### src/rtl/hlc_pkg.sv
// Package for the handlebar lamp controller: operation codes, register
// indexes, reset values and the flag and lamp structs. No dependencies.
package hlc_pkg;

  localparam int TIMER_WIDTH_DEF = 16;
  localparam int OP_W            = 3;
  localparam int CFG_IDX_W       = 2;
  localparam int CFG_DATA_W      = 16;
  localparam int MS_W            = 16;

  localparam logic [OP_W-1:0] OP_TICK       = 3'd0;
  localparam logic [OP_W-1:0] OP_LEFT_PUSH  = 3'd1;
  localparam logic [OP_W-1:0] OP_LEFT_HOLD  = 3'd2;
  localparam logic [OP_W-1:0] OP_RIGHT_PUSH = 3'd3;
  localparam logic [OP_W-1:0] OP_RIGHT_HOLD = 3'd4;
  localparam logic [OP_W-1:0] OP_BOTH_HOLD  = 3'd5;
  localparam logic [OP_W-1:0] OP_POWER_ON   = 3'd6;
  localparam logic [OP_W-1:0] OP_POWER_OFF  = 3'd7;

  localparam logic [CFG_IDX_W-1:0] REG_SWAP_MAPPING    = 2'd0;
  localparam logic [CFG_IDX_W-1:0] REG_BLINK_PERIOD_MS = 2'd1;
  localparam logic [CFG_IDX_W-1:0] REG_ENGINE_KILL_MS  = 2'd2;

  localparam logic [MS_W-1:0] BLINK_PERIOD_RESET = 16'd1000;
  localparam logic [MS_W-1:0] ENGINE_KILL_RESET  = 16'd5000;

  typedef struct packed {
    logic system;
    logic main_lights;
    logic high_beam;
    logic left_turn;
    logic right_turn;
    logic position;
  } flags_t;

  typedef struct packed {
    logic engine_enable;
    logic position_lamp;
    logic low_beam;
    logic high_beam_lamp;
    logic brake_lamp;
    logic left_indicator;
    logic right_indicator;
    logic horn_drive;
    logic system_active;
  } lamps_t;

endpackage

### src/rtl/hlc_in_if.sv
// Input channel of the lamp controller: one event or tick per beat.
// Depends on hlc_pkg for the operation width.
interface hlc_in_if;
  logic                        valid;
  logic                        ready;
  logic [hlc_pkg::OP_W-1:0]    operation;
  logic                        brake_switch;
  logic                        horn_switch;

  modport source (output valid, operation, brake_switch, horn_switch, input ready);
  modport sink   (input valid, operation, brake_switch, horn_switch, output ready);
endinterface

### src/rtl/hlc_out_if.sv
// Result channel of the lamp controller: all drive levels in one beat.
// No package dependency.
interface hlc_out_if;
  logic valid;
  logic ready;
  logic engine_enable;
  logic position_lamp;
  logic low_beam;
  logic high_beam_lamp;
  logic brake_lamp;
  logic left_indicator;
  logic right_indicator;
  logic horn_drive;
  logic system_active;

  modport source (output valid, engine_enable, position_lamp, low_beam, high_beam_lamp,
                  brake_lamp, left_indicator, right_indicator, horn_drive, system_active,
                  input ready);
  modport sink   (input valid, engine_enable, position_lamp, low_beam, high_beam_lamp,
                  brake_lamp, left_indicator, right_indicator, horn_drive, system_active,
                  output ready);
endinterface

### src/rtl/hlc_cfg_if.sv
// Configuration write channel: register index and write data per beat.
// Depends on hlc_pkg for the index and data widths.
interface hlc_cfg_if;
  logic                              valid;
  logic                              ready;
  logic [hlc_pkg::CFG_IDX_W-1:0]     index;
  logic [hlc_pkg::CFG_DATA_W-1:0]    data;

  modport source (output valid, index, data, input ready);
  modport sink   (input valid, index, data, output ready);
endinterface

### src/rtl/handlebar_light_controller.sv
// Top level of the handlebar lamp controller.
// Depends on hlc_pkg, the three channel interfaces and hlc_step.

// Each input beat carries one operation (a one-millisecond tick or an already
// classified button event) with the current brake and horn switch levels, and
// produces exactly one result beat holding every lamp and engine drive level as
// they stand after that operation. The flag and timer update is a single layer
// of logic written straight into the state registers and the result register,
// so a new beat can be accepted on every clock edge while the input is ready.
// The result register doubles as the output stage; the input is ready whenever
// that register is empty or its beat is being taken in the same cycle, so a
// stalled consumer holds off the producer only while a result is actually
// waiting. The result beat is valid in the cycle after its input beat is
// accepted. The configuration channel is always ready; its registers
// (push/hold swap, blink period, engine-kill duration) should be written only
// while no beat is in flight. Register indexes beyond the list are accepted
// and ignored. TIMER_WIDTH sets the width of the blink phase and kill
// countdown; kill loads saturate at the timer maximum.
module handlebar_light_controller #(
  parameter int TIMER_WIDTH = hlc_pkg::TIMER_WIDTH_DEF
) (
  input  logic      clk,
  input  logic      rst_n,
  hlc_in_if.sink    in_ch,
  hlc_out_if.source out_ch,
  hlc_cfg_if.sink   cfg_ch
);

  // Configuration registers.
  logic                     swap_mapping_r;
  logic [hlc_pkg::MS_W-1:0] blink_period_ms_r;
  logic [hlc_pkg::MS_W-1:0] engine_kill_ms_r;

  // Controller state.
  hlc_pkg::flags_t          flags_r;
  hlc_pkg::flags_t          flags_nxt;
  logic [TIMER_WIDTH-1:0]   blink_phase_r;
  logic [TIMER_WIDTH-1:0]   blink_phase_nxt;
  logic [TIMER_WIDTH-1:0]   kill_remaining_r;
  logic [TIMER_WIDTH-1:0]   kill_remaining_nxt;

  // Result register.
  logic                     out_valid_r;
  hlc_pkg::lamps_t          lamps_r;
  hlc_pkg::lamps_t          lamps_nxt;

  logic                     in_fire;

  // The configuration port never stalls.
  assign cfg_ch.ready = 1'b1;

  always_ff @(posedge clk) begin
    if (!rst_n) begin
      swap_mapping_r    <= 1'b0;
      blink_period_ms_r <= hlc_pkg::BLINK_PERIOD_RESET;
      engine_kill_ms_r  <= hlc_pkg::ENGINE_KILL_RESET;
    end else if (cfg_ch.valid) begin
      case (cfg_ch.index)
        hlc_pkg::REG_SWAP_MAPPING:    swap_mapping_r    <= cfg_ch.data[0];
        hlc_pkg::REG_BLINK_PERIOD_MS: blink_period_ms_r <= cfg_ch.data;
        hlc_pkg::REG_ENGINE_KILL_MS:  engine_kill_ms_r  <= cfg_ch.data;
        default: ;
      endcase
    end
  end

  // A new beat enters when the result register is empty or draining now.
  assign in_ch.ready = !out_valid_r || out_ch.ready;
  assign in_fire     = in_ch.valid && in_ch.ready;

  hlc_step #(
    .TIMER_WIDTH (TIMER_WIDTH)
  ) u_step (
    .operation          (in_ch.operation),
    .brake_switch       (in_ch.brake_switch),
    .horn_switch        (in_ch.horn_switch),
    .swap_mapping       (swap_mapping_r),
    .blink_period_ms    (blink_period_ms_r),
    .engine_kill_ms     (engine_kill_ms_r),
    .flags              (flags_r),
    .blink_phase        (blink_phase_r),
    .kill_remaining     (kill_remaining_r),
    .flags_nxt          (flags_nxt),
    .blink_phase_nxt    (blink_phase_nxt),
    .kill_remaining_nxt (kill_remaining_nxt),
    .lamps              (lamps_nxt)
  );

  // State advances only on an accepted input beat.
  always_ff @(posedge clk) begin
    if (!rst_n) begin
      flags_r          <= '0;
      blink_phase_r    <= '0;
      kill_remaining_r <= '0;
    end else if (in_fire) begin
      flags_r          <= flags_nxt;
      blink_phase_r    <= blink_phase_nxt;
      kill_remaining_r <= kill_remaining_nxt;
    end
  end

  always_ff @(posedge clk) begin
    if (!rst_n) begin
      out_valid_r <= 1'b0;
    end else if (in_fire) begin
      out_valid_r <= 1'b1;
    end else if (out_ch.ready) begin
      out_valid_r <= 1'b0;
    end
  end

  // Payload holds while a result waits; no reset needed.
  always_ff @(posedge clk) begin
    if (in_fire) begin
      lamps_r <= lamps_nxt;
    end
  end

  assign out_ch.valid           = out_valid_r;
  assign out_ch.engine_enable   = lamps_r.engine_enable;
  assign out_ch.position_lamp   = lamps_r.position_lamp;
  assign out_ch.low_beam        = lamps_r.low_beam;
  assign out_ch.high_beam_lamp  = lamps_r.high_beam_lamp;
  assign out_ch.brake_lamp      = lamps_r.brake_lamp;
  assign out_ch.left_indicator  = lamps_r.left_indicator;
  assign out_ch.right_indicator = lamps_r.right_indicator;
  assign out_ch.horn_drive      = lamps_r.horn_drive;
  assign out_ch.system_active   = lamps_r.system_active;

endmodule

### src/rtl/hlc_step.sv
// Next-state and lamp decode for one controller beat (pure combinational).
// Depends on hlc_pkg for operation codes and the flag and lamp structs.
module hlc_step #(
  parameter int TIMER_WIDTH = hlc_pkg::TIMER_WIDTH_DEF
) (
  input  logic [hlc_pkg::OP_W-1:0]  operation,
  input  logic                      brake_switch,
  input  logic                      horn_switch,
  input  logic                      swap_mapping,
  input  logic [hlc_pkg::MS_W-1:0]  blink_period_ms,
  input  logic [hlc_pkg::MS_W-1:0]  engine_kill_ms,
  input  hlc_pkg::flags_t           flags,
  input  logic [TIMER_WIDTH-1:0]    blink_phase,
  input  logic [TIMER_WIDTH-1:0]    kill_remaining,
  output hlc_pkg::flags_t           flags_nxt,
  output logic [TIMER_WIDTH-1:0]    blink_phase_nxt,
  output logic [TIMER_WIDTH-1:0]    kill_remaining_nxt,
  output hlc_pkg::lamps_t           lamps
);

  // Compare width wide enough for both the timer (plus carry) and the registers.
  localparam int CW = (TIMER_WIDTH + 1 > hlc_pkg::MS_W + 1) ? TIMER_WIDTH + 1
                                                            : hlc_pkg::MS_W + 1;
  localparam logic [TIMER_WIDTH-1:0] TIMER_MAX = {TIMER_WIDTH{1'b1}};

  logic [TIMER_WIDTH:0]   phase_inc;
  logic                   phase_wrap;
  logic [TIMER_WIDTH-1:0] phase_tick;
  logic [TIMER_WIDTH-1:0] kill_load;
  logic                   do_left;
  logic                   do_right;
  logic                   do_beam;
  logic                   do_main;
  logic                   lit;

  assign phase_inc  = {1'b0, blink_phase} + {{TIMER_WIDTH{1'b0}}, 1'b1};
  assign phase_wrap = phase_inc[TIMER_WIDTH] || (CW'(phase_inc) >= CW'(blink_period_ms));
  assign phase_tick = phase_wrap ? '0 : phase_inc[TIMER_WIDTH-1:0];
  assign kill_load  = (CW'(engine_kill_ms) > CW'(TIMER_MAX)) ? TIMER_MAX
                                                             : TIMER_WIDTH'(engine_kill_ms);

  always_comb begin
    flags_nxt          = flags;
    blink_phase_nxt    = blink_phase;
    kill_remaining_nxt = kill_remaining;
    do_left            = 1'b0;
    do_right           = 1'b0;
    do_beam            = 1'b0;
    do_main            = 1'b0;

    case (operation)
      hlc_pkg::OP_TICK: begin
        blink_phase_nxt = phase_tick;
        if (kill_remaining != '0) begin
          kill_remaining_nxt = kill_remaining - {{(TIMER_WIDTH-1){1'b0}}, 1'b1};
        end
      end
      hlc_pkg::OP_LEFT_PUSH: begin
        if (flags.system && flags.main_lights) begin
          do_left = swap_mapping;
          do_beam = !swap_mapping;
        end
      end
      hlc_pkg::OP_LEFT_HOLD: begin
        if (flags.system) begin
          do_beam = swap_mapping;
          do_left = !swap_mapping;
        end else begin
          flags_nxt.position = !flags.position;
        end
      end
      hlc_pkg::OP_RIGHT_PUSH: begin
        if (flags.system && flags.main_lights) begin
          do_right = swap_mapping;
          do_main  = !swap_mapping;
        end
      end
      hlc_pkg::OP_RIGHT_HOLD: begin
        if (flags.system) begin
          do_main  = swap_mapping;
          do_right = !swap_mapping;
        end
      end
      hlc_pkg::OP_BOTH_HOLD: begin
        if (flags.system) begin
          kill_remaining_nxt = kill_load;
        end
      end
      hlc_pkg::OP_POWER_ON: begin
        if (!flags.system) begin
          flags_nxt = '{system: 1'b1, main_lights: 1'b1, default: 1'b0};
        end
      end
      hlc_pkg::OP_POWER_OFF: begin
        if (flags.system) begin
          flags_nxt = '0;
        end
      end
      default: ;
    endcase

    // At most one toggle is active per beat, so these act on the old flags.
    if (do_left) begin
      if (flags.left_turn) begin
        flags_nxt.left_turn = 1'b0;
      end else if (!flags.right_turn) begin
        flags_nxt.left_turn = 1'b1;
        blink_phase_nxt     = '0;
      end
    end
    if (do_right) begin
      if (flags.right_turn) begin
        flags_nxt.right_turn = 1'b0;
      end else if (!flags.left_turn) begin
        flags_nxt.right_turn = 1'b1;
        blink_phase_nxt      = '0;
      end
    end
    if (do_beam && flags.main_lights) begin
      flags_nxt.high_beam = !flags.high_beam;
    end
    if (do_main) begin
      if (!flags.main_lights) begin
        flags_nxt.main_lights = 1'b1;
      end else begin
        flags_nxt.main_lights = 1'b0;
        flags_nxt.high_beam   = 1'b0;
        flags_nxt.left_turn   = 1'b0;
        flags_nxt.right_turn  = 1'b0;
      end
    end
  end

  assign lit = CW'(blink_phase_nxt) < CW'(blink_period_ms >> 1);

  always_comb begin
    lamps.engine_enable   = flags_nxt.system && (kill_remaining_nxt == '0);
    lamps.position_lamp   = flags_nxt.position || flags_nxt.main_lights;
    lamps.low_beam        = flags_nxt.main_lights && !flags_nxt.high_beam;
    lamps.high_beam_lamp  = flags_nxt.main_lights && flags_nxt.high_beam;
    lamps.brake_lamp      = brake_switch;
    lamps.left_indicator  = flags_nxt.left_turn && lit;
    lamps.right_indicator = flags_nxt.right_turn && lit;
    lamps.horn_drive      = horn_switch;
    lamps.system_active   = flags_nxt.system;
  end

endmodule

### src/flat_wrapper.sv
// flat-port wrapper written by rule: the top's interface ports become plain ports
module handlebar_light_controller_flat 
#(
  parameter int TIMER_WIDTH = hlc_pkg::TIMER_WIDTH_DEF
)
  (clk, rst_n, in_ch_valid, in_ch_operation, in_ch_brake_switch, in_ch_horn_switch, in_ch_ready, out_ch_valid, out_ch_engine_enable, out_ch_position_lamp, out_ch_low_beam, out_ch_high_beam_lamp, out_ch_brake_lamp, out_ch_left_indicator, out_ch_right_indicator, out_ch_horn_drive, out_ch_system_active, out_ch_ready, cfg_ch_valid, cfg_ch_index, cfg_ch_data, cfg_ch_ready);
  hlc_in_if in_ch_i ();
  hlc_out_if out_ch_i ();
  hlc_cfg_if cfg_ch_i ();
  input  logic clk;
  input  logic rst_n;
  input wire logic [$bits(in_ch_i.valid)-1:0] in_ch_valid;
  input wire logic [$bits(in_ch_i.operation)-1:0] in_ch_operation;
  input wire logic [$bits(in_ch_i.brake_switch)-1:0] in_ch_brake_switch;
  input wire logic [$bits(in_ch_i.horn_switch)-1:0] in_ch_horn_switch;
  output wire logic [$bits(in_ch_i.ready)-1:0] in_ch_ready;
  output wire logic [$bits(out_ch_i.valid)-1:0] out_ch_valid;
  output wire logic [$bits(out_ch_i.engine_enable)-1:0] out_ch_engine_enable;
  output wire logic [$bits(out_ch_i.position_lamp)-1:0] out_ch_position_lamp;
  output wire logic [$bits(out_ch_i.low_beam)-1:0] out_ch_low_beam;
  output wire logic [$bits(out_ch_i.high_beam_lamp)-1:0] out_ch_high_beam_lamp;
  output wire logic [$bits(out_ch_i.brake_lamp)-1:0] out_ch_brake_lamp;
  output wire logic [$bits(out_ch_i.left_indicator)-1:0] out_ch_left_indicator;
  output wire logic [$bits(out_ch_i.right_indicator)-1:0] out_ch_right_indicator;
  output wire logic [$bits(out_ch_i.horn_drive)-1:0] out_ch_horn_drive;
  output wire logic [$bits(out_ch_i.system_active)-1:0] out_ch_system_active;
  input wire logic [$bits(out_ch_i.ready)-1:0] out_ch_ready;
  input wire logic [$bits(cfg_ch_i.valid)-1:0] cfg_ch_valid;
  input wire logic [$bits(cfg_ch_i.index)-1:0] cfg_ch_index;
  input wire logic [$bits(cfg_ch_i.data)-1:0] cfg_ch_data;
  output wire logic [$bits(cfg_ch_i.ready)-1:0] cfg_ch_ready;
  assign in_ch_i.valid = in_ch_valid;
  assign in_ch_i.operation = in_ch_operation;
  assign in_ch_i.brake_switch = in_ch_brake_switch;
  assign in_ch_i.horn_switch = in_ch_horn_switch;
  assign in_ch_ready = in_ch_i.ready;
  assign out_ch_valid = out_ch_i.valid;
  assign out_ch_engine_enable = out_ch_i.engine_enable;
  assign out_ch_position_lamp = out_ch_i.position_lamp;
  assign out_ch_low_beam = out_ch_i.low_beam;
  assign out_ch_high_beam_lamp = out_ch_i.high_beam_lamp;
  assign out_ch_brake_lamp = out_ch_i.brake_lamp;
  assign out_ch_left_indicator = out_ch_i.left_indicator;
  assign out_ch_right_indicator = out_ch_i.right_indicator;
  assign out_ch_horn_drive = out_ch_i.horn_drive;
  assign out_ch_system_active = out_ch_i.system_active;
  assign out_ch_i.ready = out_ch_ready;
  assign cfg_ch_i.valid = cfg_ch_valid;
  assign cfg_ch_i.index = cfg_ch_index;
  assign cfg_ch_i.data = cfg_ch_data;
  assign cfg_ch_ready = cfg_ch_i.ready;
  handlebar_light_controller #(.TIMER_WIDTH(TIMER_WIDTH)) u_core (.clk(clk), .rst_n(rst_n), .in_ch(in_ch_i), .out_ch(out_ch_i), .cfg_ch(cfg_ch_i));
endmodule
### config.mk
export PLATFORM = sky130hd
export DESIGN_NAME = handlebar_light_controller_flat
export DESIGN_NICKNAME = d
export VERILOG_FILES = /design/src/rtl/hlc_pkg.sv /design/src/rtl/hlc_in_if.sv /design/src/rtl/hlc_out_if.sv /design/src/rtl/hlc_cfg_if.sv /design/src/rtl/handlebar_light_controller.sv /design/src/rtl/hlc_step.sv /design/src/flat_wrapper.sv
export SDC_FILE = /design/constraint.sdc
export NUM_CORES = 1
export LEC_CHECK = 0
export BUFFER_PORTS_ARGS = -buffer_cell sky130_fd_sc_hd__buf_4
export CAP_MARGIN = 25
export CORE_ASPECT_RATIO = 1.4
export CORE_UTILIZATION = 45
export CTS_CLUSTER_DIAMETER = 100
export DETAILED_ROUTE_END_ITERATION = 7
export PLACE_DENSITY = 0.68
export SYNTH_ARGS = -nofsm -noshare
export SYNTH_HDL_FRONTEND = slang
export SYNTH_HIERARCHICAL = 1
export SYNTH_SLANG_ARGS = --single-unit
### constraint.sdc
create_clock -name clk -period 3.99 [get_ports clk]
set_clock_uncertainty 0.1 [all_clocks]
set_input_delay 0.1995 -clock clk [delete_from_list [all_inputs] [get_ports clk]]
set_output_delay 0.1995 -clock clk [all_outputs]
set_load 0.02 [all_outputs]
## After elaboration in Yosys (flattened, before gate mapping)

Cells that the tools add are included.

- Bits in registers: 81
- Output and inout port bits: 12
- Logic and storage cells: 94
- Input port bits: 28

- Multiplexer cells: 36
- Order comparisons: 2
- Equality and inequality tests: 9
- Add/sub/neg operators: 2
- Reductions and logical operators: 24

Operators with widths:

| kind | number |
|---|---|
| $mux W16 | 10 |
| $pmux W16 S2 | 1 |
| $add A16 B1 Y17 const B | 1 |
| $ge A17 B16 Y1 | 1 |
| $logic_not A16 Y1 | 1 |
| $lt A16 B15 Y1 | 1 |
| $reduce_bool A16 Y1 | 1 |
| $sub A16 B1 Y16 const B | 1 |
| $mux W1 | 15 |
| $eq A3 B3 Y1 const B | 4 |
| $mux W5 | 2 |
| $pmux W5 S2 | 1 |
| $logic_and A1 B1 Y1 | 8 |
| $pmux W1 S2 | 4 |
| $eq A3 B2 Y1 const B | 2 |
| $reduce_and A2 Y1 | 3 |
| $logic_not A1 Y1 | 5 |
| $mux W4 | 1 |
| $eq A3 B1 Y1 const B | 1 |
| $logic_not A3 Y1 | 1 |
| $logic_or A1 B1 Y1 | 3 |
| $mux W3 | 1 |
| $pmux W1 S3 | 1 |
| $eq A2 B1 Y1 const B | 1 |
| other kinds (3) | 3 |

## Logic depth before layout (Yosys ltp)

Gate-level depths: netlist of run 1.

- Word-level depth: 13
- Mapped depth: 22
- Gate-level depth less buffers: 21

## Modules after synthesis

The synthesis of run 1 kept the hierarchy.

By module, submodules not included:

| module | cells each | instances | area each (um^2) |
|---|---|---|---|
| handlebar_light_controller | 307 | 1 | 2995.4 |
| hlc_step | 345 | 1 | 2264.7 |

## Worst setup path before layout of run 1

Ideal clock, no wire load.

- Path type: flip-flop to flip-flop
- From: register u_core.blink_phase_r[0]
- To: register u_core.lamps_r, in the netlist u_core/out_ch.right_indicator (data pin)
- Data arrival time: 4.095 ns
- Setup slack: -0.381 ns
- Cell stages (with the launch flop): 22
- Required time: 3.714 ns
- Period minus slack after synthesis: 4.371 ns
- Cells stage by stage: dfxtp_1 ha_1 nand4_1 nor2_1 and3_1 xor2_1 ha_1 a221oi_1 o21ai_0 a31oi_1 a211oi_1 nor2_1 clkbuf_1 a22oi_1 nor2_1 ha_1 a21o_1 a21oi_1 nor2b_1 o31ai_1 nand3_1 nor4_1

RTL lines:

| item | line | RTL |
|---|---|---|
| start, declared | handlebar_light_controller.sv:37 | `logic [TIMER_WIDTH-1:0] blink_phase_r;` |
| start signal, assigned | handlebar_light_controller.sv:97 | `blink_phase_r <= blink_phase_nxt;` |
| end signal, assigned | handlebar_light_controller.sv:115 | `lamps_r <= lamps_nxt;` |
| end, declared | handlebar_light_controller.sv:44 | `hlc_pkg::lamps_t lamps_r;` |

==> results of run 1 <==
==> state kept, by name, summed over array words and instances (netlist names) <==
register and cells:
u_core/out_ch.horn_drive 1, u_core/engine_kill_ms_r 16, u_core/out_ch.position_lamp 1, u_core/out_ch.valid 1, u_core/out_ch.high_beam_lamp 1, u_core/blink_period_ms_r 16, u_core/blink_phase_r 16, u_core/out_ch.left_indicator 1
u_core/out_ch.low_beam 1, u_core/kill_remaining_r 16, u_core/out_ch.engine_enable 1, u_core/out_ch.brake_lamp 1, u_core/flags_r 6, u_core/out_ch.right_indicator 1, u_core/out_ch.system_active 1, u_core/swap_mapping_r 1
==> power groups by stage <==
stage	Sequential, mW	Clock, mW	Combinational [mW]
floorplan	0.884	0	0.160
global placement	0.879	0	0.228
detailed placement	0.880	0	0.233
CTS	0.862	0.849	0.247
global route	0.864	0.882	0.277
finish	0.862	0.838	0.256
==> repair_timing <==
| action | in CTS | in global routing |
|---|---|---|
| cloned | 0 | 0 |
| gates resized for setup | 27 | 15 |
| pin swaps | 39 | 28 |
| hold buffers | 8 | 0 |
| endpoints found under the setup margin | 2 | 2 |
| buffers inserted | 23 | 9 |
| hold endpoints to repair | 11 | 0 |
==> path summary, 6_finish.rpt <==
| kind | to | slack (ps) | depth (start not counted) |
|---|---|---|---|
| worst max-delay path | u_core/out_ch.right_indicator | -560 | 22 |
| worst min-delay path | u_core/engine_kill_ms_r[3] | 10 | 3 |
| worst max register to register | u_core/out_ch.right_indicator | -560 | 22 |
| worst min register to register | u_core/blink_period_ms_r[2] | 370 | 2 |
==> through the flow <==
step           TNS (ps)  worst slack [ps]
6_report          -1130              -565
5_1_grt           -1420              -713
4_1_cts            -617              -310
3_5_place_dp       -825              -433
3_3_place_gp       -286              -143
2_1_floorplan         0              8.54
==> worst min-delay path: stages <==
cell     delay [ps]
buf_4           100
mux2i_1          70
nand2_1          60
==> cells in the mapped netlist (all sizes together), types with 9 or more instances <==
library cell / number
edfxtp: 9
buf: 30
nand2: 134
a21oi: 15
inv: 28
clkbuf: 15
nor2: 36
nor3: 13
a22oi: 14
o21ai: 34
nand3: 39
dfxtp: 72
mux2i: 51
ha: 34
xnor2: 10
==> routing by layer <==
metal / GRT usage, % / part of all wire, %
met5: 0 / 0
met3: 4.49 / 3.3
met1: 27.1 / 40
met4: 15.0 / 4.4
met2: 45.6 / 52
==> final cells by class <==
| class | instances | area share, % |
|---|---|---|
| Clock buffer | 9 | 3.34 |
| Inverter | 28 | 1.56 |
| Timing Repair Buffer | 126 | 14.8 |
| Clock inverter | 7 | 1.04 |
| Multi-Input combinational cell | 498 | 51.1 |
| Sequential cell | 81 | 25.5 |
| Tap cell | 144 | 2.67 |
==> cells by family (layout without fill, tap and decap cells) <==
logic type / Yosys count / in the layout
mux: 51 / 51
flops: 81 / 81
buf+inv: 73 / 170
fa+ha+maj: 34 / 34
xor+xnor: 16 / 16
compound gates: 113 / 113
other cells: 1 / 1
simple gates: 283 / 283
==> summary.txt, run 1 <==
Critical path
  – Worst-path fanout max: 6
  – Crit path max-delay family: simple AND/OR/NAND/NOR gates
  – CP bufs+invs: 3
  – CP Class: reg2reg
  – Critical Path RT: 3990 ps
  – CP cell instances: buf_4, and3_1, nor3b_2, buf_4, nand2_1, xnor2_2, ha_1, a21oi_1, o21bai_1, a21oi_1, a211oi_2, nor2_4, buf_6, a22oi_1, nor2_1, ha_1, nand3_1, nor2_2, nand2_1, or4_4, o21ai_4, nor4_2
  – Worst setup path start: u_core/blink_phase_r[0]
  – CP peak stage delay: between 400 and 500 ps
  – Startpoint Class: flip-flop
  – Crit-path slowest cell: or4_4
  – RR Startpoint: u_core/blink_phase_r[0]
  – Worst Setup End Kind: flip-flop
  – Worst Path Arrival: 4550 ps

Final layout
  – Multi-input logic area: 3440 um2
  – Storage cell area: between 1500 and 2000 um2
  – Layout cell share with drive strength beyond 1: 25.0%
  – # nets final: 806
  – Fillers: 966
  – Layout area overhead: 28.1%
  – Design Area, Final: 6740 um2
  – Most common cell after layout, fill and taps aside: nand2_1
  – Post-Layout Cell Count: 893
  – Util after Layout: 59.4%
  – Most frequent cells in the layout: 132 x nand2_1, 111 x buf_4, 70 x dfxtp_1, 51 x mux2i_1, 38 x nand3_1
  – Diodes inserted: 0

Power
  – Leakage power: 2.99 nW
  – Total power: 1.96 mW
  – Sequential Power Share: 44.1%
  – Internal power: 1.44 mW
  – Psw: around 0.52 mW
  – Worst IR drop on VDD: 0.000220 V
  – P per Cell Area: 290 nW/um2
  – Sw Ratio: 26.5%
  – Clock power share: a little over two fifths
  – Combinational share of power: between 10% and 20%

Routing
  – Drt via density: ~5.8
  – Routed WL per cell: 16.9 um
  – Iteration-0 DRC Markers: between 200 and 300
  – Total routed wirelength: between 15 and 20 mm
  – Via count: 5141
  – Antenna-violating nets left: 0
  – 1st-pass router iterations: 7
  – DRC viols: 0

Timing
  – Worst slew pin tran: 841 ps
  – Min Tclk post-route: between 4000 and 5000 ps
  – Pins over their slew limit: 0
  – Final setup vio count: 2
  – Worst relative slew slack: around 44%
  – Fin Hold WS: 13.4 ps
  – Max Fclk: 220 MHz
  – Post-route setup slack: -565 ps
  – Unrepaired setup endpoints after global routing: yes
  – Final Hold Fails: 0
  – Final period utilization: 114%

Logic synthesis
  – Largest family of logic cells by synthesized area: simple AND/OR/NAND/NOR gates
  – Mean Syn Cell Area: 8.07 um2
  – Syn Nets: about 710
  – EDFF count, synth: 9
  – Async SR Flop Fraction: 0%
  – Xor/xnor cell area share of the yosys netlist: 2.66%
  – Synth cell types: 67
  – Sequential area share after synthesis: 32.5%
  – Post-synthesis adder-cell area fraction: 8.09%
  – Synth Area in Simple Gates: 25.8%
  – Top_reg_cell synth: dfxtp_1
  – Mux cell area share after synthesis: 9.71%
  – Synth area leaders: dfxtp_1 27%, mux2i_1 9.7%, nand2_1 9.6%
  – Synth Register Bits: 81
  – Compound-Gate Fraction of Synth Area: about 15%
  – Yosys top cell by area: dfxtp_1
  – Post-Synthesis Cells: roughly 650
  – Synth Cell Area: 5260 um2
  – Share of the synthesized area in the top cell type: 27.4%
  – Ys Warns: 6

Flow run
  – # Max-Cap Violations: 0

Placed design
  – IO Port Bufs: 38
  – HPWL Detailed: 10.2 mm
  – Placed Cells incl. Taps: 837
  – Placed inst area: 5910 um2
  – Gpl congestion: slightly above 0.9

Clock tree
  – Num CTS Buffers: 9
  – Worst-path clk slew: 60 ps
  – Clk_lat worst skew: 350 ps
  – CTS root buffer: clkbuf_16
  – Max Buffers Root-to-Sink: 2
  – CTS tree: built
  – Clock Sink Count: 81
  – H-Tree Depth: 3

Floorplanning
  – Core ar.: 11300 um2
  – Die Wd: 93.4 um
  – Die height: 130 um
  – Total I/O pin count: 40
  – Die area: between 10000 and 15000 um2
  – Cell Rows: 46
  – Initial core utilization: between 40 and 50%

Worst hold path
  – Hold_sp: cfg_ch_data[3]
  – Hold crit path type: in2reg

GRT
  – Number of global-route vias before repair: 4973
  – Total gr overflow: 0
  – Total track usage: 25.1%
  – Largest net degree at the start of global routing: 72
  – First-pass GRT wire length: 23.7 mm
  – Number of antenna violations at the first check in global routing: 0

Status
  – Outcome: finished, violations left
  – Failing checks: setup timing
Power figures use the tool's default switching activity.
==> inputs of run 2 (changes only) <==
--- a/config.mk
+++ b/config.mk
@@ -5,6 +5,7 @@
 export SDC_FILE = /design/constraint.sdc
 export NUM_CORES = 1
 export LEC_CHECK = 0
+export ABC_AREA = 1
 export BUFFER_PORTS_ARGS = -buffer_cell sky130_fd_sc_hd__buf_4
 export CAP_MARGIN = 25
 export CORE_ASPECT_RATIO = 1.4
==> run 2 against run 1 <==
Against the previous run: critical endpoint unchanged; sequential cell count stayed put; the flow still finishes with violations (setup timing); sequential power is 8.0% higher; via count is 13% higher.
==> summary.txt, run 2 <==
Timing
  – Final setup vio count: 2 (unchanged)
  – Final period utilization: 102% (-13 points)
  – Final Hold Fails: 0 (unchanged)
  – Pins over their slew limit: 0 (unchanged)
  – Max Fclk: 247 MHz (+12%)
  – Min Tclk post-route: 4050 ps (-503 ps)
  – Unrepaired setup endpoints after global routing: yes
  – Post-route setup slack: -62.0 ps (+503 ps)
  – Worst relative slew slack: 36.2% (-7.8 points)
  – Worst slew pin tran: 957 ps (+117 ps)

Routing
  – Antenna-violating nets left: 0 (unchanged)
  – DRC viols: 0 (unchanged)
  – 1st-pass router iterations: 5 (-2)
  – Total routed wirelength: 15.5 mm (+2.5%)
  – Via count: 5812 (+13%)
  – Drt via density: 4.90 (-15%)
  – Routed WL per cell: 13.1 um (-23%)
  – Iteration-0 DRC Markers: 285 (+12%)

Power
  – Worst IR drop on VDD: 0.000175 V (-20%)
  – P per Cell Area: 327 nW/um2 (+13%)
  – Leakage power: 3.52 nW (+18%)
  – Total power: 2.35 mW (+20%)

Final layout
  – Design Area, Final: 7170 um2 (+6.4%)
  – Diodes inserted: 0 (unchanged)
  – # nets final: 1064 (+32%)
  – Storage cell area: 1720 um2 (about the same)
  – Most frequent cells in the layout: 232 x nand2_1, 136 x inv_1, 135 x nor2_1, 87 x nand3_1, 77 x buf_4
  – Fillers: 1264 (+31%)
  – Most common cell after layout, fill and taps aside: nand2_1
  – Multi-input logic area: 3670 um2 (+6.6%)
  – Layout area overhead: 19.4%
  – Layout cell share with drive strength beyond 1: 17.5% (-7.5 points)

GRT
  – Largest net degree at the start of global routing: 77 (+6.9%)
  – Number of global-route vias before repair: 5576 (+12%)
  – Total gr overflow: 0 (unchanged)
  – Number of antenna violations at the first check in global routing: 0 (unchanged)
  – Total track usage: 23.1% (-2.0 points)
  – First-pass GRT wire length: 25.7 mm (+8.7%)

Floorplanning
  – Cell Rows: 49 (+6.5%)
  – Total I/O pin count: 40 (unchanged)
  – Initial core utilization: 46.4% (about the same)
  – Die height: 139 um (+6.7%)
  – Die Wd: 99.6 um (+6.7%)
  – Die area: 13800 um2 (+14%)
  – Core ar.: 12900 um2 (+14%)

Flow run
  – # Max-Cap Violations: 0 (unchanged)

Placed design
  – Gpl congestion: 0.888 (-2.5%)
  – Placed inst area: 6400 um2 (+8.2%)
  – HPWL Detailed: 10.6 mm (+3.8%)
  – IO Port Bufs: 38 (unchanged)

Worst hold path
  – Hold crit path type: in2reg
  – Hold Path Stages: 3 (unchanged)

Logic synthesis
  – Post-Synthesis Cells: 943 (+45%)
  – Sequential area share after synthesis: 28.5% (-4.0 points)
  – Yosys top cell by area: dfxtp_1
  – Syn Nets: 1005 (+41%)
  – Async SR Flop Fraction: 0% (unchanged)
  – EDFF count, synth: 9 (unchanged)
  – Synth Register Bits: 81 (unchanged)
  – Mean Syn Cell Area: 6.37 um2 (-21%)
  – Ys Warns: 6 (unchanged)
  – Top_reg_cell synth: dfxtp_1
  – Share of the synthesized area in the top cell type: 24.0% (-3.4 points)
  – Synth cell types: 46 (-31%)
  – Top-count cell post-synth: nand2_1
  – Synth Cell Area: 6000 um2 (+14%)
  – Synth top cells by count: 241 x nand2_1, 139 x inv_1, 139 x nor2_1
  – Synth area leaders: dfxtp_1 24%, nand2_1 15%, inv_1 8.7%

Clock tree
  – Worst-path clk slew: 60 ps (about the same)
  – Max Buffers Root-to-Sink: 2 (unchanged)
  – CTS tree: built
  – H-Tree Depth: 3 (unchanged)
  – Clk_lat worst skew: 340 ps (about the same)
  – CTS root buffer: clkbuf_16
  – Clock Sink Count: 81 (unchanged)
  – Num CTS Buffers: 9 (unchanged)

Critical path
  – Worst Path Arrival: 4050 ps (-500 ps)
  – CP Class: reg2reg
  – Crit-path most repeated cell: nand2_2
  – Worst-case reg-to-reg path depth: 33 (+50%)
  – Critical Path RT: 3990 ps (about the same)
  – Worst-path fanout max: 7 (+1)
  – Startpoint Class: flip-flop
  – Crit-path slowest cell: dfxtp_4
  – Worst Setup End Kind: flip-flop
  – CP peak stage delay: 370 ps (-70 ps)

Status
  – Outcome: finished, violations left
  – Failing checks: setup timing
==> run 2: cell types whose count changed in the layout (fill, tap and decap cells not counted), moves of 22 or more <==
cell     delta
inv_1     +108
nor2_1    +106
nand2_1   +100
mux2i_1    -51
nand3_1    +49
a21oi_1    +40
buf_4      -34
o21ai_0    -22
==> run 2: cells by family after synthesis <==
kind of cell	synth area share [%]
other	0.0625
adder cells (fa/ha/maj)	7.09
XOR/XNOR	3.77
AO/OA/AOI/OAI	9.78
AND/OR/NAND/NOR	36.9
flip-flops	28.5
buffers and inverters	13.9
==> run 2: final timing paths <==
kind / from / endpoint / slack, ps
worst max-delay path: u_core/blink_phase_r[1] / u_core/out_ch.right_indicator / -60
worst min-delay path: cfg_ch_data[1] / u_core/engine_kill_ms_r[1] / 8
worst max register to register: u_core/blink_phase_r[1] / u_core/out_ch.right_indicator / -60
worst min register to register: u_core/blink_period_ms_r[6] / u_core/blink_period_ms_r[6] / 370
==> run 2: layer usage <==
layer | routed length, um | track usage, % | vias up | part of all wire [%]
met5 | 0 | 0 | - | 0
met3 | 473 | 2.82 | 26 | 3.1
met4 | 363 | 9.37 | 0 | 2.3
li1 | - | - | 3081 | -
met2 | 8080 | 42.2 | 104 | 52
met1 | 6550 | 26.9 | 2601 | 42
==> run 2: stage by stage <==
stage / std cells / setup slack, ps / hold slack [ps] / TNS, ps / util (%)
2_1_floorplan: 943 / 18.5 / 213 / 0 / -
3_3_place_gp: 1138 / -17.1 / 277 / -31.8 / 49.5
3_5_place_dp: 1138 / -178 / 280 / -329 / 49.5
4_1_cts: 1178 / -59.8 / 2.83 / -78.7 / 54.3
5_1_grt: 1185 / -297 / 10.7 / -589 / 55.4
6_report: 1185 / -62.0 / 8.38 / -118 / 55.4
==> run 2: area by class of cell <==
type / count / area share (%)
Multi-Input combinational cell: 674 / 51.2
Sequential cell: 81 / 24.0
Timing Repair Buffer: 92 / 10.2
Inverter: 144 / 7.59
Clock buffer: 10 / 3.33
Tap cell: 178 / 3.11
Clock inverter: 6 / 0.576
==> run 2: timing repair <==
item                                   CTS  global route
gates resized for setup                 36            18
pin swaps                               33            33
setup buffers                           13             8
endpoints found under the hold margin   17             0
hold buffers                            11             0
setup endpoints to repair                2             2
==> run 2: worst max-delay path: cells and delay by family, from the launching register on <==
kind | cells | cell delay, ps
AO/OA/AOI/OAI | 1 | 50
XOR/XNOR | 1 | 150
flip-flops | 1 | 370
AND/OR/NAND/NOR | 22 | 1950
adder cells (fa/ha/maj) | 2 | 580
buffers and inverters | 7 | 620
==> run 2: report_power, final <==
group	switching [mW]	leakage, nW	total [mW]	internal, mW
clock network	0.352	0.139	0.792	0.440
logic	0.368	2.69	0.622	0.254
registers	0.0503	0.684	0.931	0.881
total	0.771	3.52	2.35	1.57
